==> src/tlw_pkg.sv <==
`timescale 1ns / 1ps
package tlw_pkg;

   localparam int TLW_MAX_LINE = 32;
   localparam int QDEPTH       = 4;

   localparam int CSR_AW = 1;
   localparam int CSR_DW = 6;

   localparam logic [CSR_AW-1:0] CSR_LINE_WIDTH = 1'd0;
   localparam logic [CSR_AW-1:0] CSR_MAX_WRAPS  = 1'd1;

   localparam logic [5:0] LINE_WIDTH_RST = 6'd25;
   localparam logic [2:0] MAX_WRAPS_RST  = 3'd3;

   localparam logic [7:0] CHAR_QMARK = 8'h3F;
   localparam logic [7:0] CHAR_SPACE = 8'h20;
   localparam logic [7:0] CHAR_NL    = 8'h0A;

   typedef struct packed {
      logic [7:0] text_byte;
      logic       message_end;
   } tlw_req_type;

   typedef struct packed {
      logic [7:0] char_code;
      logic       char_valid;
      logic       line_end;
      logic       line_overflow;
   } tlw_rsp_type;

   typedef enum logic [1:0] {
      ACT_NONE,
      ACT_CHAR,
      ACT_EOL
   } tlw_act_type;

   // one classified word: optional '?' first, then the action, then message end
   typedef struct packed {
      logic        qmark;
      tlw_act_type act;
      logic [7:0]  code;
      logic        last;
   } tlw_op_type;

   typedef enum logic [2:0] {
      ST_DISPATCH,
      ST_PUT,
      ST_RDWAIT,
      ST_WRAP,
      ST_TRIM2,
      ST_EOL,
      ST_FLUSH
   } tlw_state_type;

endpackage

==> src/text_line_wrapper_utf8_replace.sv <==
`timescale 1ns / 1ps
// Flow: a word enters the 4-deep queue in the cycle it is accepted; the back end takes each
//   word from the queue head and sends its characters on through the output register.
// The back end takes a character through dispatch and store, a newline through dispatch and
//   a line-end step; a '?', a message end, each wrap or trim space and a width shrink mid-line
//   add steps; lead bytes are not queued; a stalled output holds the back end.
// Reset: synchronous, clears line state, queue and output; width 25, wrap limit 3.
//   The line store is not cleared.
module text_line_wrapper_utf8_replace
   import tlw_pkg::*;
#(
   parameter int MAX_LINE = TLW_MAX_LINE
) (
   input  logic              clock,
   input  logic              reset,
   input  logic              req_valid,
   output logic              req_ready,
   input  tlw_req_type       req_data,
   output logic              rsp_valid,
   input  logic              rsp_ready,
   output tlw_rsp_type       rsp_data,
   input  logic              csr_we,
   input  logic [CSR_AW-1:0] csr_addr,
   input  logic [CSR_DW-1:0] csr_wdata
);

   logic [5:0] line_width_ff;
   logic [2:0] max_wraps_ff;
   logic       q_full;
   logic       push;
   tlw_op_type push_op;
   logic       pop;
   tlw_op_type head;
   logic       head_valid;

   always_ff @(posedge clock) begin
      if (reset) begin
         line_width_ff <= LINE_WIDTH_RST;
         max_wraps_ff  <= MAX_WRAPS_RST;
      end else if (csr_we) begin
         unique case (csr_addr)
            CSR_LINE_WIDTH: line_width_ff <= csr_wdata[5:0];
            CSR_MAX_WRAPS:  max_wraps_ff  <= csr_wdata[2:0];
            default:        line_width_ff <= line_width_ff;
         endcase
      end
   end

   tlw_front u_front (
      .clock     (clock),
      .reset     (reset),
      .req_valid (req_valid),
      .req_ready (req_ready),
      .req_data  (req_data),
      .q_full    (q_full),
      .push      (push),
      .push_op   (push_op)
   );

   tlw_queue u_queue (
      .clock      (clock),
      .reset      (reset),
      .push       (push),
      .push_op    (push_op),
      .full       (q_full),
      .pop        (pop),
      .head       (head),
      .head_valid (head_valid)
   );

   tlw_back #(
      .MAX_LINE (MAX_LINE)
   ) u_back (
      .clock      (clock),
      .reset      (reset),
      .line_width (line_width_ff),
      .max_wraps  (max_wraps_ff),
      .head       (head),
      .head_valid (head_valid),
      .pop        (pop),
      .rsp_valid  (rsp_valid),
      .rsp_ready  (rsp_ready),
      .rsp_data   (rsp_data)
   );

endmodule

==> src/tlw_ram.sv <==
`timescale 1ns / 1ps
module tlw_ram #(
   parameter int WIDTH = 8,
   parameter int DEPTH = 32
) (
   input  logic                     clock,
   input  logic                     we,
   input  logic [$clog2(DEPTH)-1:0] waddr,
   input  logic [WIDTH-1:0]         wdata,
   input  logic [$clog2(DEPTH)-1:0] raddr,
   output logic [WIDTH-1:0]         rdata
);

   logic [WIDTH-1:0] mem_ff [DEPTH];
   logic [WIDTH-1:0] rd_ff;

   always_ff @(posedge clock) begin
      if (we) begin
         mem_ff[waddr] <= wdata;
      end
      rd_ff <= mem_ff[raddr];
   end

   assign rdata = rd_ff;

endmodule

==> src/tlw_front.sv <==
`timescale 1ns / 1ps
module tlw_front
   import tlw_pkg::*;
(
   input  logic        clock,
   input  logic        reset,
   input  logic        req_valid,
   output logic        req_ready,
   input  tlw_req_type req_data,
   input  logic        q_full,
   output logic        push,
   output tlw_op_type  push_op
);

   localparam logic [7:0] MASK_HI   = 8'h80;
   localparam logic [7:0] MASK_L2   = 8'hE0;
   localparam logic [7:0] LEAD_L2   = 8'hC0;
   localparam logic [7:0] MASK_L3   = 8'hF0;
   localparam logic [7:0] LEAD_L3   = 8'hE0;
   localparam logic [7:0] MASK_L4   = 8'hF8;
   localparam logic [7:0] LEAD_L4   = 8'hF0;

   logic [1:0] pending_ff;
   logic [1:0] pending_in;
   tlw_op_type op;
   logic [7:0] b;
   logic       accept;

   assign b         = req_data.text_byte;
   assign req_ready = !q_full;
   assign accept    = req_valid && req_ready;

   always_comb begin
      op         = '{qmark: 1'b0, act: ACT_NONE, code: b, last: req_data.message_end};
      pending_in = pending_ff;
      if ((b & MASK_HI) != 8'h00) begin
         priority if (pending_ff != 2'd0) begin
            pending_in = pending_ff - 2'd1;
            op.qmark   = (pending_ff == 2'd1);
         end else if ((b & MASK_L2) == LEAD_L2) begin
            pending_in = 2'd1;
         end else if ((b & MASK_L3) == LEAD_L3) begin
            pending_in = 2'd2;
         end else if ((b & MASK_L4) == LEAD_L4) begin
            pending_in = 2'd3;
         end else begin
            op.qmark = 1'b1;
         end
      end else begin
         if (pending_ff != 2'd0) begin
            pending_in = 2'd0;
            op.qmark   = 1'b1;
         end
         op.act = (b == CHAR_NL) ? ACT_EOL : ACT_CHAR;
      end
      if (req_data.message_end) begin
         pending_in = 2'd0;
      end
   end

   // lead bytes that change nothing downstream are not queued
   assign push    = accept && (op.qmark || (op.act != ACT_NONE) || op.last);
   assign push_op = op;

   always_ff @(posedge clock) begin
      if (reset) begin
         pending_ff <= 2'd0;
      end else if (accept) begin
         pending_ff <= pending_in;
      end
   end

endmodule

==> src/tlw_queue.sv <==
`timescale 1ns / 1ps
module tlw_queue
   import tlw_pkg::*;
(
   input  logic       clock,
   input  logic       reset,
   input  logic       push,
   input  tlw_op_type push_op,
   output logic       full,
   input  logic       pop,
   output tlw_op_type head,
   output logic       head_valid
);

   localparam int PW = (QDEPTH > 1) ? $clog2(QDEPTH) : 1;
   localparam int CW = $clog2(QDEPTH + 1);

   tlw_op_type      mem_ff [QDEPTH];
   logic [PW-1:0]   wr_ptr_ff;
   logic [PW-1:0]   wr_ptr_in;
   logic [PW-1:0]   rd_ptr_ff;
   logic [PW-1:0]   rd_ptr_in;
   logic [CW-1:0]   cnt_ff;
   logic [CW-1:0]   cnt_in;
   logic            do_push;
   logic            do_pop;

   assign full       = (cnt_ff == CW'(QDEPTH));
   assign head_valid = (cnt_ff != '0);
   assign head       = mem_ff[rd_ptr_ff];
   assign do_push    = push && !full;
   assign do_pop     = pop && head_valid;

   always_comb begin
      wr_ptr_in = wr_ptr_ff;
      rd_ptr_in = rd_ptr_ff;
      cnt_in    = cnt_ff;
      if (do_push) begin
         wr_ptr_in = (wr_ptr_ff == PW'(QDEPTH - 1)) ? '0 : wr_ptr_ff + PW'(1);
      end
      if (do_pop) begin
         rd_ptr_in = (rd_ptr_ff == PW'(QDEPTH - 1)) ? '0 : rd_ptr_ff + PW'(1);
      end
      if (do_push && !do_pop) begin
         cnt_in = cnt_ff + CW'(1);
      end else if (do_pop && !do_push) begin
         cnt_in = cnt_ff - CW'(1);
      end
   end

   always_ff @(posedge clock) begin
      if (reset) begin
         wr_ptr_ff <= '0;
         rd_ptr_ff <= '0;
         cnt_ff    <= '0;
      end else begin
         wr_ptr_ff <= wr_ptr_in;
         rd_ptr_ff <= rd_ptr_in;
         cnt_ff    <= cnt_in;
      end
   end

   always_ff @(posedge clock) begin
      if (do_push) begin
         mem_ff[wr_ptr_ff] <= push_op;
      end
   end

endmodule

==> src/tlw_back.sv <==
`timescale 1ns / 1ps
module tlw_back
   import tlw_pkg::*;
#(
   parameter int MAX_LINE = TLW_MAX_LINE
) (
   input  logic        clock,
   input  logic        reset,
   input  logic [5:0]  line_width,
   input  logic [2:0]  max_wraps,
   input  tlw_op_type  head,
   input  logic        head_valid,
   output logic        pop,
   output logic        rsp_valid,
   input  logic        rsp_ready,
   output tlw_rsp_type rsp_data
);

   localparam int WW = $clog2(MAX_LINE + 1);
   localparam int AW = $clog2(MAX_LINE);
   localparam int CW = (WW > 6) ? WW : 6;

   tlw_state_type state_ff;
   tlw_state_type state_in;
   tlw_op_type    work_ff;
   tlw_op_type    work_in;
   tlw_op_type    src;
   logic [7:0]    cur_c_ff;
   logic [7:0]    cur_c_in;
   logic [7:0]    held_ff;
   logic [7:0]    held_in;
   logic [WW-1:0] lc_ff;
   logic [WW-1:0] lc_in;
   logic [WW-1:0] lc_inc;
   logic [2:0]    wc_ff;
   logic [2:0]    wc_in;
   logic          drop_ff;
   logic          drop_in;
   logic          rsp_valid_ff;
   logic          rsp_valid_in;
   tlw_rsp_type   rsp_data_ff;
   tlw_rsp_type   rsp_data_in;

   logic [CW-1:0] lw_c;
   logic [CW-1:0] w_c;
   logic [WW-1:0] w;
   logic          work_empty;
   logic          out_free;
   logic          clamp;
   logic          trim;

   logic          ram_we;
   logic [AW-1:0] ram_waddr;
   logic [7:0]    ram_wdata;
   logic [AW-1:0] ram_raddr;
   logic [7:0]    ram_rdata;

   function automatic tlw_rsp_type mk_rsp(input logic [7:0] code, input logic valid,
                                          input logic lend, input logic ovf);
      tlw_rsp_type r;
      r.char_code     = code;
      r.char_valid    = valid;
      r.line_end      = lend;
      r.line_overflow = ovf;
      return r;
   endfunction

   tlw_ram #(
      .WIDTH (8),
      .DEPTH (MAX_LINE)
   ) u_line_store (
      .clock (clock),
      .we    (ram_we),
      .waddr (ram_waddr),
      .wdata (ram_wdata),
      .raddr (ram_raddr),
      .rdata (ram_rdata)
   );

   always_comb begin
      lw_c = CW'(line_width);
      if (lw_c < CW'(2)) begin
         w_c = CW'(2);
      end else if (lw_c > CW'(MAX_LINE)) begin
         w_c = CW'(MAX_LINE);
      end else begin
         w_c = lw_c;
      end
   end

   assign w          = WW'(w_c);
   assign out_free   = !rsp_valid_ff || rsp_ready;
   assign work_empty = !work_ff.qmark && (work_ff.act == ACT_NONE) && !work_ff.last;
   assign src        = (work_empty && head_valid) ? head : work_ff;
   assign clamp      = (lc_ff >= w);
   assign lc_inc     = lc_ff + WW'(1);
   assign trim       = (wc_ff >= max_wraps);

   // next state
   always_comb begin
      state_in = state_ff;
      unique case (state_ff)
         ST_DISPATCH: begin
            priority if (src.qmark && !drop_ff) begin
               state_in = ST_PUT;
            end else if ((src.act == ACT_CHAR) && !drop_ff) begin
               state_in = ST_PUT;
            end else if ((src.act == ACT_EOL) && !drop_ff) begin
               state_in = ST_EOL;
            end else if (src.last) begin
               state_in = ST_FLUSH;
            end else begin
               state_in = ST_DISPATCH;
            end
         end
         ST_PUT: begin
            priority if (clamp) begin
               state_in = ST_RDWAIT;
            end else if ((lc_ff != '0) && !out_free) begin
               state_in = ST_PUT;
            end else if (lc_inc >= w) begin
               state_in = ST_WRAP;
            end else begin
               state_in = ST_DISPATCH;
            end
         end
         ST_RDWAIT: state_in = ST_PUT;
         ST_WRAP: begin
            if (out_free) begin
               state_in = trim ? ST_TRIM2 : ST_DISPATCH;
            end
         end
         ST_TRIM2, ST_EOL: begin
            if (out_free) begin
               state_in = ST_DISPATCH;
            end
         end
         ST_FLUSH: begin
            if (drop_ff || (lc_ff == '0) || out_free) begin
               state_in = ST_DISPATCH;
            end
         end
         default: state_in = ST_DISPATCH;
      endcase
   end

   // datapath and outputs
   always_comb begin
      work_in      = work_ff;
      cur_c_in     = cur_c_ff;
      held_in      = held_ff;
      lc_in        = lc_ff;
      wc_in        = wc_ff;
      drop_in      = drop_ff;
      rsp_valid_in = rsp_valid_ff && !rsp_ready;
      rsp_data_in  = rsp_data_ff;
      ram_we       = 1'b0;
      ram_waddr    = lc_ff[AW-1:0];
      ram_wdata    = cur_c_ff;
      ram_raddr    = AW'(w - WW'(2));
      pop          = 1'b0;
      unique case (state_ff)
         ST_DISPATCH: begin
            pop     = work_empty && head_valid;
            work_in = src;
            priority if (src.qmark && !drop_ff) begin
               cur_c_in      = CHAR_QMARK;
               work_in.qmark = 1'b0;
            end else if ((src.act == ACT_CHAR) && !drop_ff) begin
               cur_c_in      = src.code;
               work_in.qmark = 1'b0;
               work_in.act   = ACT_NONE;
            end else if ((src.act == ACT_EOL) && !drop_ff) begin
               work_in.qmark = 1'b0;
               work_in.act   = ACT_NONE;
            end else begin
               work_in.qmark = 1'b0;
               work_in.act   = ACT_NONE;
               work_in.last  = 1'b0;
            end
         end
         ST_PUT: begin
            priority if (clamp) begin
               // width shrank mid-line: fall back to width-1 and refetch the last char
               lc_in = w - WW'(1);
            end else if ((lc_ff == '0) || out_free) begin
               if (lc_ff != '0) begin
                  rsp_valid_in = 1'b1;
                  rsp_data_in  = mk_rsp(held_ff, 1'b1, 1'b0, 1'b0);
               end
               ram_we  = 1'b1;
               held_in = cur_c_ff;
               lc_in   = lc_inc;
               if (lc_inc >= w) begin
                  wc_in = wc_ff + 3'd1;
               end
            end else begin
               lc_in = lc_ff;
            end
         end
         ST_RDWAIT: held_in = ram_rdata;
         ST_WRAP: begin
            if (out_free) begin
               rsp_valid_in = 1'b1;
               if (trim) begin
                  rsp_data_in = mk_rsp(CHAR_SPACE, 1'b1, 1'b0, 1'b1);
               end else begin
                  rsp_data_in = mk_rsp(held_ff, 1'b1, 1'b1, 1'b0);
                  ram_we      = 1'b1;
                  ram_waddr   = '0;
                  ram_wdata   = CHAR_SPACE;
                  held_in     = CHAR_SPACE;
                  lc_in       = WW'(1);
               end
            end
         end
         ST_TRIM2: begin
            if (out_free) begin
               rsp_valid_in = 1'b1;
               rsp_data_in  = mk_rsp(CHAR_SPACE, 1'b1, 1'b1, 1'b1);
               lc_in        = '0;
               drop_in      = 1'b1;
            end
         end
         ST_EOL: begin
            if (out_free) begin
               rsp_valid_in = 1'b1;
               if (lc_ff == '0) begin
                  rsp_data_in = mk_rsp(8'h00, 1'b0, 1'b1, 1'b0);
               end else begin
                  rsp_data_in = mk_rsp(held_ff, 1'b1, 1'b1, 1'b0);
               end
               lc_in = '0;
            end
         end
         ST_FLUSH: begin
            if (drop_ff || (lc_ff == '0) || out_free) begin
               if (!drop_ff && (lc_ff != '0)) begin
                  rsp_valid_in = 1'b1;
                  rsp_data_in  = mk_rsp(held_ff, 1'b1, 1'b1, 1'b0);
               end
               lc_in   = '0;
               wc_in   = 3'd0;
               drop_in = 1'b0;
            end
         end
         default: pop = 1'b0;
      endcase
   end

   always_ff @(posedge clock) begin
      if (reset) begin
         state_ff     <= ST_DISPATCH;
         work_ff      <= '{qmark: 1'b0, act: ACT_NONE, code: 8'h00, last: 1'b0};
         lc_ff        <= '0;
         wc_ff        <= 3'd0;
         drop_ff      <= 1'b0;
         rsp_valid_ff <= 1'b0;
      end else begin
         state_ff     <= state_in;
         work_ff      <= work_in;
         lc_ff        <= lc_in;
         wc_ff        <= wc_in;
         drop_ff      <= drop_in;
         rsp_valid_ff <= rsp_valid_in;
      end
   end

   always_ff @(posedge clock) begin
      cur_c_ff    <= cur_c_in;
      held_ff     <= held_in;
      rsp_data_ff <= rsp_data_in;
   end

   assign rsp_valid = rsp_valid_ff;
   assign rsp_data  = rsp_data_ff;

   a_lc_bound: assert property (@(posedge clock) disable iff (reset)
      lc_ff <= WW'(MAX_LINE))
      else $error("line count beyond store depth");

   a_drop_empty: assert property (@(posedge clock) disable iff (reset)
      drop_ff |-> (lc_ff == '0))
      else $error("open line while dropping");

   a_rdwait_src: assert property (@(posedge clock) disable iff (reset)
      (state_ff == ST_RDWAIT) |-> ($past(state_ff) == ST_PUT))
      else $error("store read not issued from put");

   a_trim_src: assert property (@(posedge clock) disable iff (reset)
      (state_ff == ST_TRIM2) |-> ($past(state_ff) == ST_WRAP || $past(state_ff) == ST_TRIM2))
      else $error("trim without wrap");

endmodule

==> config.mk <==
export PLATFORM = sky130hd
export DESIGN_NAME = text_line_wrapper_utf8_replace
export DESIGN_NICKNAME = d
export VERILOG_FILES = /design/src/tlw_pkg.sv /design/src/text_line_wrapper_utf8_replace.sv /design/src/tlw_ram.sv /design/src/tlw_front.sv /design/src/tlw_queue.sv /design/src/tlw_back.sv
export SDC_FILE = /design/constraint.sdc
export NUM_CORES = 1
export LEC_CHECK = 0
export ABC_AREA = 1
export ABC_CLOCK_PERIOD_IN_PS = 8800
export BUFFER_PORTS_ARGS = -buffer_cell sky130_fd_sc_hd__buf_4
export CAP_MARGIN = 20
export CORE_ASPECT_RATIO = 0.75
export CORE_MARGIN = 2
export CORE_UTILIZATION = 39
export DETAILED_ROUTE_END_ITERATION = 6
export PLACE_DENSITY = 0.64
export SLEW_MARGIN = 20
export SYNTH_ARGS = -nofsm -noshare
export SYNTH_HDL_FRONTEND = slang
export SYNTH_SLANG_ARGS = --single-unit
==> constraint.sdc <==
create_clock -name clock -period 8.8 [get_ports clock]
set_input_delay 1.76 -clock clock [delete_from_list [all_inputs] [get_ports clock]]
set_output_delay 1.76 -clock clock [all_outputs]
set_load 0.1 [all_outputs]
==> reports/metrics.cfg, run 1 <==
[run_status]
run_status = complete, no violations

[final_layout]
layout.core_utilization_pct = 44.38
drive_gt1_share_pct = 9.433
multi_input_area_um2 = 4861
final_cell_mix = sky130_fd_sc_hd__nand2_1 (418), sky130_fd_sc_hd__edfxtp_1 (331), sky130_fd_sc_hd__nand3_1 (285)
layout.area.seq_um2 = 11000
nets = 1643
antenna-diode-count = 0
mostFrequentLayoutCell = sky130_fd_sc_hd__nand2_1
fill_cells = 3975
area_growth_syn_to_layout_pct = 12.06
stdcell_area_um2 = 18700

[grt]
global_route.overflow_total = 0
grt_start_max_net_pins = 101
track_usage_pct = 18.38
grt_first_pass_wirelength_um = 63090
antenna_violations_before_repair = 1
first_global_vias = 10942

[logic_synthesis]
synth_area_per_cell_um2 = 10.60
synth_edf_count = 331
mappedNetlistNets = 1622
synth_cells = 1574
dominantRegCellSynth = sky130_fd_sc_hd__edfxtp_1
yosysSeqAreaShare_pct = 65.94
ys_seq_elements = 384
synth_cell_types = 46
postSynth.asyncResetShare_pct = 0
synth_warnings = 0
post_synth_instance_area_um2 = 16680

[sta]
max_clk_rate_ghz = 0.2289
slew_violations = 0
totalNegativeSetupSlack_ps = 0
worst_max_slew_margin_expressed_relative_to_the_limit_pct = 28.58
report.final.hold_viol_count = 0
unrepaired_setup_endpoints_after_global_routing = false
worst_slack_ps = 4432
finalSetupViolCount = 0
period_share_pct = 49.64
fin_skew_ps = 30.36
clock_period_minus_final_worst_setup_slack_ps = 4368
worst-slew-pin-transition_ps = 1070

[route]
vias = 11692
route.antenna.remaining_nets = 0
drt-wirelength-per-cell_um = 18.90
route.final.wire_length_um = 41410
drt_pre_antenna_iters = 5
routed_via_density = 5.336
detailedRoute.firstIterationViolations = 1177
drc = 0

[setup_path]
critical_path.cell_chain = nor2_4 -> nand2_1 -> nand2_4 -> clkinv_2 -> ha_1 -> nand4_1 -> nand3_1 -> o21ai_2 -> nand4_1 -> nor2_1
worst-setup-path-type = reg -> reg
startpoint_type = register
critPathBufInv = 1
critical-path-max-stage-delay_ps = 710
cp-end-kind = register
path_delay_family = simple AND/OR/NAND/NOR gates
crit_path_max_fanout = 58
critPathArrivalTime_ps = 4540
cell_type_of_the_slowest_stage_on_the_worst_timing_path = sky130_fd_sc_hd__clkinv_2
crit_path_frequent_cell = sky130_fd_sc_hd__nand4_1
critPathRequiredTime_ps = 8970

[power]
p_leak_nw = 7.114
report.power.total_mw = 5.949
peakVddDrop_mv = 0.2014
power.density_nw_per_um2 = 318.2

[clocking]
cts_resized = 0
htree_levels = 2
cts.path.max_buffers = 3
clk_pin_slew_ps = 60
clk_latency_ps = 540
clkSinkCount = 384
tritoncts_clock_tree = yes
cts.root.buffer_cell = sky130_fd_sc_hd__clkbuf_16
cts_bufs_inserted = 38
cts-hold-fix-buffers = 0
post_cts_setup_inserts = 0

[placement]
dp_slack_ps = 4591
gp_routability_congestion = 0.9319
numPortBuffers = 33
placedInstanceArea_um2 = 17380
place_hpwl_um = 25800

[die]
row_count = 65
chipWidth_um = 242.8
die_area_um2 = 44470
core_area_um2 = 42130
initial_core_util_pct = 39.60
die_height_um = 183.1
num_io_pins = 34

[run]
max-cap-violations = 0

[worst_hold_path]
worst_hold_path_type = reg -> reg

-- layout make-up --
class,count,area share [%]
inverters,115,2.316
clock buffers,46,5.635
flip-flops and latches,384,58.84
well taps,569,3.808
clock inverters,21,1.312
multi-input cells,1004,26.00
repair buffers,52,2.088
-- kinds of logic (layout without fill, tap and decap cells) --
logic type | after synthesis | after routing | synth area share, %
adders and majority gates | 27 | 27 | 2.070
DFF | 384 | 384 | 65.94
xor gates and xnor gates | 6 | 6 | 0.4275
AOI/OAI and AO/OA | 124 | 124 | 4.410
and+or+nand+nor | 847 | 847 | 22.14
buffers and inverters | 186 | 234 | 5.017
-- cell usage after synthesis (2+ instances only) --
cell	count	area share (%)
sky130_fd_sc_hd__edfxtp_1	331	60
sky130_fd_sc_hd__inv_2	11	0.25
sky130_fd_sc_hd__o211ai_1	8	0.36
sky130_fd_sc_hd__xor2_1	5	0.26
sky130_fd_sc_hd__nand2_2	4	0.15
sky130_fd_sc_hd__nand3b_1	3	0.13
sky130_fd_sc_hd__nor2_1	102	2.3
sky130_fd_sc_hd__a21oi_2	3	0.16
sky130_fd_sc_hd__a32o_1	8	0.48
sky130_fd_sc_hd__buf_2	33	0.99
sky130_fd_sc_hd__buf_4	8	0.36
sky130_fd_sc_hd__o21ai_1	7	0.21
sky130_fd_sc_hd__nand4_1	14	0.52
sky130_fd_sc_hd__nand3_1	285	8.5
sky130_fd_sc_hd__nand2_1	419	9.4
sky130_fd_sc_hd__ha_1	26	1.9
sky130_fd_sc_hd__dfxtp_1	53	6.4
sky130_fd_sc_hd__o21ai_2	3	0.16
sky130_fd_sc_hd__clkbuf_1	18	0.40
sky130_fd_sc_hd__o22ai_1	2	0.075
sky130_fd_sc_hd__nor3_1	4	0.12
sky130_fd_sc_hd__o21ai_0	47	1.4
sky130_fd_sc_hd__inv_1	103	2.3
sky130_fd_sc_hd__nand2_4	2	0.13
sky130_fd_sc_hd__nor2_4	4	0.27
sky130_fd_sc_hd__a21oi_1	39	1.2
sky130_fd_sc_hd__nand4_2	2	0.15
sky130_fd_sc_hd__buf_6	9	0.61
sky130_fd_sc_hd__buf_1	3	0.067
sky130_fd_sc_hd__nor2_2	2	0.075
-- report_power, final --
group | internal, mW | total, mW | switching [mW] | leakage (nW)
Combinational | 0.420 | 1.74 | 1.32 | 3.04
Clock | 1.00 | 1.69 | 0.689 | 0.644
Sequential | 2.39 | 2.52 | 0.123 | 3.43
Total | 3.82 | 5.95 | 2.13 | 7.11
-- worst register-to-register path: stages, from the launching register on --
cell and delay, ps:
sky130_fd_sc_hd__dfxtp_1 380, sky130_fd_sc_hd__nor2_4 150, sky130_fd_sc_hd__nand2_1 110, sky130_fd_sc_hd__nand2_4 280
sky130_fd_sc_hd__clkinv_2 740, sky130_fd_sc_hd__ha_1 590, sky130_fd_sc_hd__nand4_1 120, sky130_fd_sc_hd__nand3_1 130
sky130_fd_sc_hd__o21ai_2 480, sky130_fd_sc_hd__nand4_1 390, sky130_fd_sc_hd__nor2_1 630
-- registers in the layout, indices dropped and copies added (netlist names), 3 cells and up, named ones only --
name and flops:
u_queue.mem_ff 48, u_back.u_line_store.rdata 8, u_queue.cnt_ff 3, u_back.work_ff 11, u_back.rsp_data 11, u_back.wc_ff 3, u_back.cur_c_ff 8, u_back.lc_ff 6
line_width_ff 6, u_back.u_line_store.mem_ff 256, u_back.state_ff 3, u_back.held_ff 8, max_wraps_ff 3
-- metal layers --
layer  wire [µm]  global-route usage (%)
met1       19000                   27.28
met2       18040                   27.70
met3        3678                   3.863
met4         680                   4.074
met5           8                       0
-- per-stage QoR --
stage          hold WS [ps]  cells
6_report              482.6   2191
5_1_grt               508.8   2191
4_1_cts               483.2   2190
3_3_place_gp          467.9   2123
2_1_floorplan         434.7   1574
3_5_place_dp          471.4   2123
-- worst paths after layout --
path | slack, ps | endpoint | startpoint | cells past startpoint
worst min-delay path | 480 | max_wraps_ff[2] | max_wraps_ff[2] | 2
worst max-delay path | 4430 | u_back.u_line_store.mem_ff[29][4] | line_width_ff[3] | 10
worst min register to register | 480 | max_wraps_ff[2] | max_wraps_ff[2] | 2
worst max register to register | 4430 | u_back.u_line_store.mem_ff[29][4] | line_width_ff[3] | 10
Power figures use the tool's default switching activity.
==> run 2: changes to the inputs <==
--- a/config.mk
+++ b/config.mk
@@ -6,14 +6,14 @@
 export NUM_CORES = 1
 export LEC_CHECK = 0
 export ABC_AREA = 1
-export ABC_CLOCK_PERIOD_IN_PS = 8800
+export ABC_CLOCK_PERIOD_IN_PS = 3600
 export BUFFER_PORTS_ARGS = -buffer_cell sky130_fd_sc_hd__buf_4
 export CAP_MARGIN = 20
 export CORE_ASPECT_RATIO = 0.75
 export CORE_MARGIN = 2
 export CORE_UTILIZATION = 39
 export DETAILED_ROUTE_END_ITERATION = 6
-export PLACE_DENSITY = 0.64
+export PLACE_DENSITY = 0.66
 export SLEW_MARGIN = 20
 export SYNTH_ARGS = -nofsm -noshare
 export SYNTH_HDL_FRONTEND = slang
==> constraint.sdc (replaced) <==
create_clock -name clock -period 3.6 [get_ports clock]
set_input_delay 0.72 -clock clock [delete_from_list [all_inputs] [get_ports clock]]
set_output_delay 0.72 -clock clock [all_outputs]
set_load 0.1 [all_outputs]
==> run 2 against run 1 <==
Against the previous run: final cell count rose by 1.4%; die area stayed put; sequential cell count stayed put; final area is 0.82% higher; total power grew 140%; combinational power is 140% higher; register-to-register slack lost 4200 ps; non-clock buffer count increased by 27; sequential power is 140% higher; clock-buffer cell count shrank 3; via count shrank 0.21%; critical path type unchanged.
==> reports/metrics.cfg, run 2 (synthesis results as in run 1) <==
[placement]
numPortBuffers = 33  ; unchanged
place_hpwl_um = 26210  ; +1.6%
gp_routability_congestion = 0.9170  ; -1.6%

[setup_path]
path_delay_family = simple AND/OR/NAND/NOR gates
critPathRequiredTime_ps = 3760  ; -5210 ps
worst-setup-path-type = reg -> reg
critical_path.cell_chain = nor2_2 -> nand3_2 -> nand2_4 -> inv_2 -> a21oi_4 -> inv_2 -> ha_1 -> inv_1 -> nor2_1 -> o21ai_0 -> and3_1 -> nand3_1 -> o21ai_2 -> buf_4 -> nand3b_1 -> nor2_1
critPathArrivalTime_ps = 3500  ; -1040 ps
startpoint_type = register
crit_path_max_fanout = 8  ; -86%
cell_type_of_the_slowest_stage_on_the_worst_timing_path = sky130_fd_sc_hd__nor2_1
critical-path-max-stage-delay_ps = 570  ; -140 ps
cp-end-kind = register
critPathBufInv = 4  ; +3

[route]
drt-wirelength-per-cell_um = 18.36  ; -2.9%
drt_pre_antenna_iters = 5  ; unchanged
vias = 11667  ; -0.21%
route.antenna.remaining_nets = 0  ; unchanged
route.final.wire_length_um = 40770  ; -1.5%
drc = 0  ; unchanged
detailedRoute.firstIterationViolations = 1273  ; +8.2%
routed_via_density = 5.253  ; -1.6%

[power]
p_leak_nw = 7.228  ; +1.6%
report.power.total_mw = 14.45  ; +140%
power.density_nw_per_um2 = 766.4  ; +140%
peakVddDrop_mv = 0.4751  ; +140%

[clocking]
htree_levels = 2  ; unchanged
cts_resized = 0  ; unchanged
cts.root.buffer_cell = sky130_fd_sc_hd__clkbuf_16
clk_latency_ps = 560  ; +20 ps
cts_bufs_inserted = 38  ; unchanged
post_cts_setup_inserts = 0  ; unchanged
cts-hold-fix-buffers = 0  ; unchanged
cts.path.max_buffers = 3  ; unchanged
tritoncts_clock_tree = yes
clk_pin_slew_ps = 60  ; about the same
clkSinkCount = 384  ; unchanged

[sta]
totalNegativeSetupSlack_ps = 0  ; unchanged
max_clk_rate_ghz = 0.2996  ; +31%
clock_period_minus_final_worst_setup_slack_ps = 3338  ; -1031 ps
finalSetupViolCount = 0  ; unchanged
report.final.hold_viol_count = 0  ; unchanged
worst_max_slew_margin_expressed_relative_to_the_limit_pct = 32.99  ; +4.4 points
slew_violations = 0  ; unchanged
worst-slew-pin-transition_ps = 1005  ; -64.91 ps
period_share_pct = 92.72  ; +43 points
fin_skew_ps = 33.36  ; +2.999 ps
unrepaired_setup_endpoints_after_global_routing = false

[die]
chipWidth_um = 242.8  ; unchanged
core_area_um2 = 42130  ; unchanged
row_count = 65  ; unchanged
initial_core_util_pct = 39.60  ; unchanged
die_area_um2 = 44470  ; unchanged
num_io_pins = 34  ; unchanged
die_height_um = 183.1  ; unchanged

[grt]
global_route.overflow_total = 0  ; unchanged
grt_start_max_net_pins = 99  ; -2.0%
first_global_vias = 11056  ; +1.0%
grt_first_pass_wirelength_um = 63090  ; unchanged
antenna_violations_before_repair = 0  ; -1
track_usage_pct = 18.33  ; -0.052 points

[final_layout]
multi_input_area_um2 = 4853  ; -0.15%
layout.area.seq_um2 = 11000  ; unchanged
nets = 1670  ; +1.6%
reg_top3 = u_back.u_line_store.mem_ff (256), u_queue.mem_ff (48)
top_register = u_back.u_line_store.mem_ff
final_cell_mix = sky130_fd_sc_hd__nand2_1 (418), sky130_fd_sc_hd__edfxtp_1 (331), sky130_fd_sc_hd__nand3_1 (285)
drive_gt1_share_pct = 10.53  ; +1.1 points
area_growth_syn_to_layout_pct = 12.97
largest_reg_flops = 256  ; unchanged
antenna-diode-count = 0  ; unchanged
mostFrequentLayoutCell = sky130_fd_sc_hd__nand2_1
fill_cells = 3927  ; -1.2%

[run]
max-cap-violations = 0  ; unchanged

[worst_hold_path]
worst_hold_path_type = in -> reg

[run_status]
run_status = complete, no violations

==> run 2: changes by cell type in the layout (fill, tap and decap cells not counted), moves of 2 or more <==
| cell | change |
|---|---|
| sky130_fd_sc_hd__clkbuf_8 | -3 |
| sky130_fd_sc_hd__clkbuf_16 | -2 |
| sky130_fd_sc_hd__inv_1 | +2 |
| sky130_fd_sc_hd__clkbuf_1 | +2 |
| sky130_fd_sc_hd__buf_4 | +27 |
| sky130_fd_sc_hd__clkinv_1 | +3 |
| sky130_fd_sc_hd__clkinv_2 | -2 |
==> run 2: final timing paths <==
| kind | slack [ps] | to | cells past startpoint | from |
|---|---|---|---|---|
| setup / recovery | 260 | u_back.u_line_store.mem_ff[4][5] | 16 | line_width_ff[4] |
| hold / removal | 390 | line_width_ff[4] | 3 | csr_wdata[4] |
| setup reg to reg | 260 | u_back.u_line_store.mem_ff[4][5] | 16 | line_width_ff[4] |
| hold reg to reg | 490 | max_wraps_ff[2] | 2 | max_wraps_ff[2] |
==> run 2: area by class of cell <==
cell class	instances	share of cell area, %
multi-input cells	1004	25.75
flip-flops and latches	384	58.36
well taps	569	3.777
inverters	115	2.297
repair buffers	79	3.147
clock inverters	27	1.520
clock buffers	43	5.145
==> run 2: per-stage QoR <==
stage | utilization, % | hold slack (ps) | setup WS (ps) | area (µm²) | instances
floorplan | - | 434.7 | 313.3 | 16680 | 1574
global placement | 41.76 | 467.9 | 436.4 | 17590 | 2151
detailed placement | 41.76 | 476.9 | 348.7 | 17590 | 2151
CTS | 44.74 | 372.6 | 319.4 | 18850 | 2221
global route | 44.74 | 385.1 | 52.71 | 18850 | 2221
finish | 44.74 | 388.4 | 262.2 | 18850 | 2221
==> run 2: worst reg2reg max path: cells and delay by family (launching register included) <==
kind,cells,cell delay (ps)
simple gates,8,1490
compound gates,3,420
buf+inv,4,420
flops,1,350
fa+ha+maj,1,300
==> run 2: layer usage <==
metal / GRT usage [%] / vias to the layer above / share of wire (%) / routed length [µm]
li1: - / 5532 / - / -
met1: 27.39 / 5615 / 47 / 19070
met2: 27.54 / 473 / 43 / 17480
met3: 3.878 / 47 / 9.0 / 3687
met4: 3.755 / 0 / 1.3 / 531
met5: 0 / - / 0 / 0
==> run 2: where the power goes <==
part | internal (mW) | total, mW | switching (mW)
Clock | 2.32 | 4.02 | 1.70
Combinational | 1.09 | 4.26 | 3.17
Sequential | 5.85 | 6.17 | 0.315
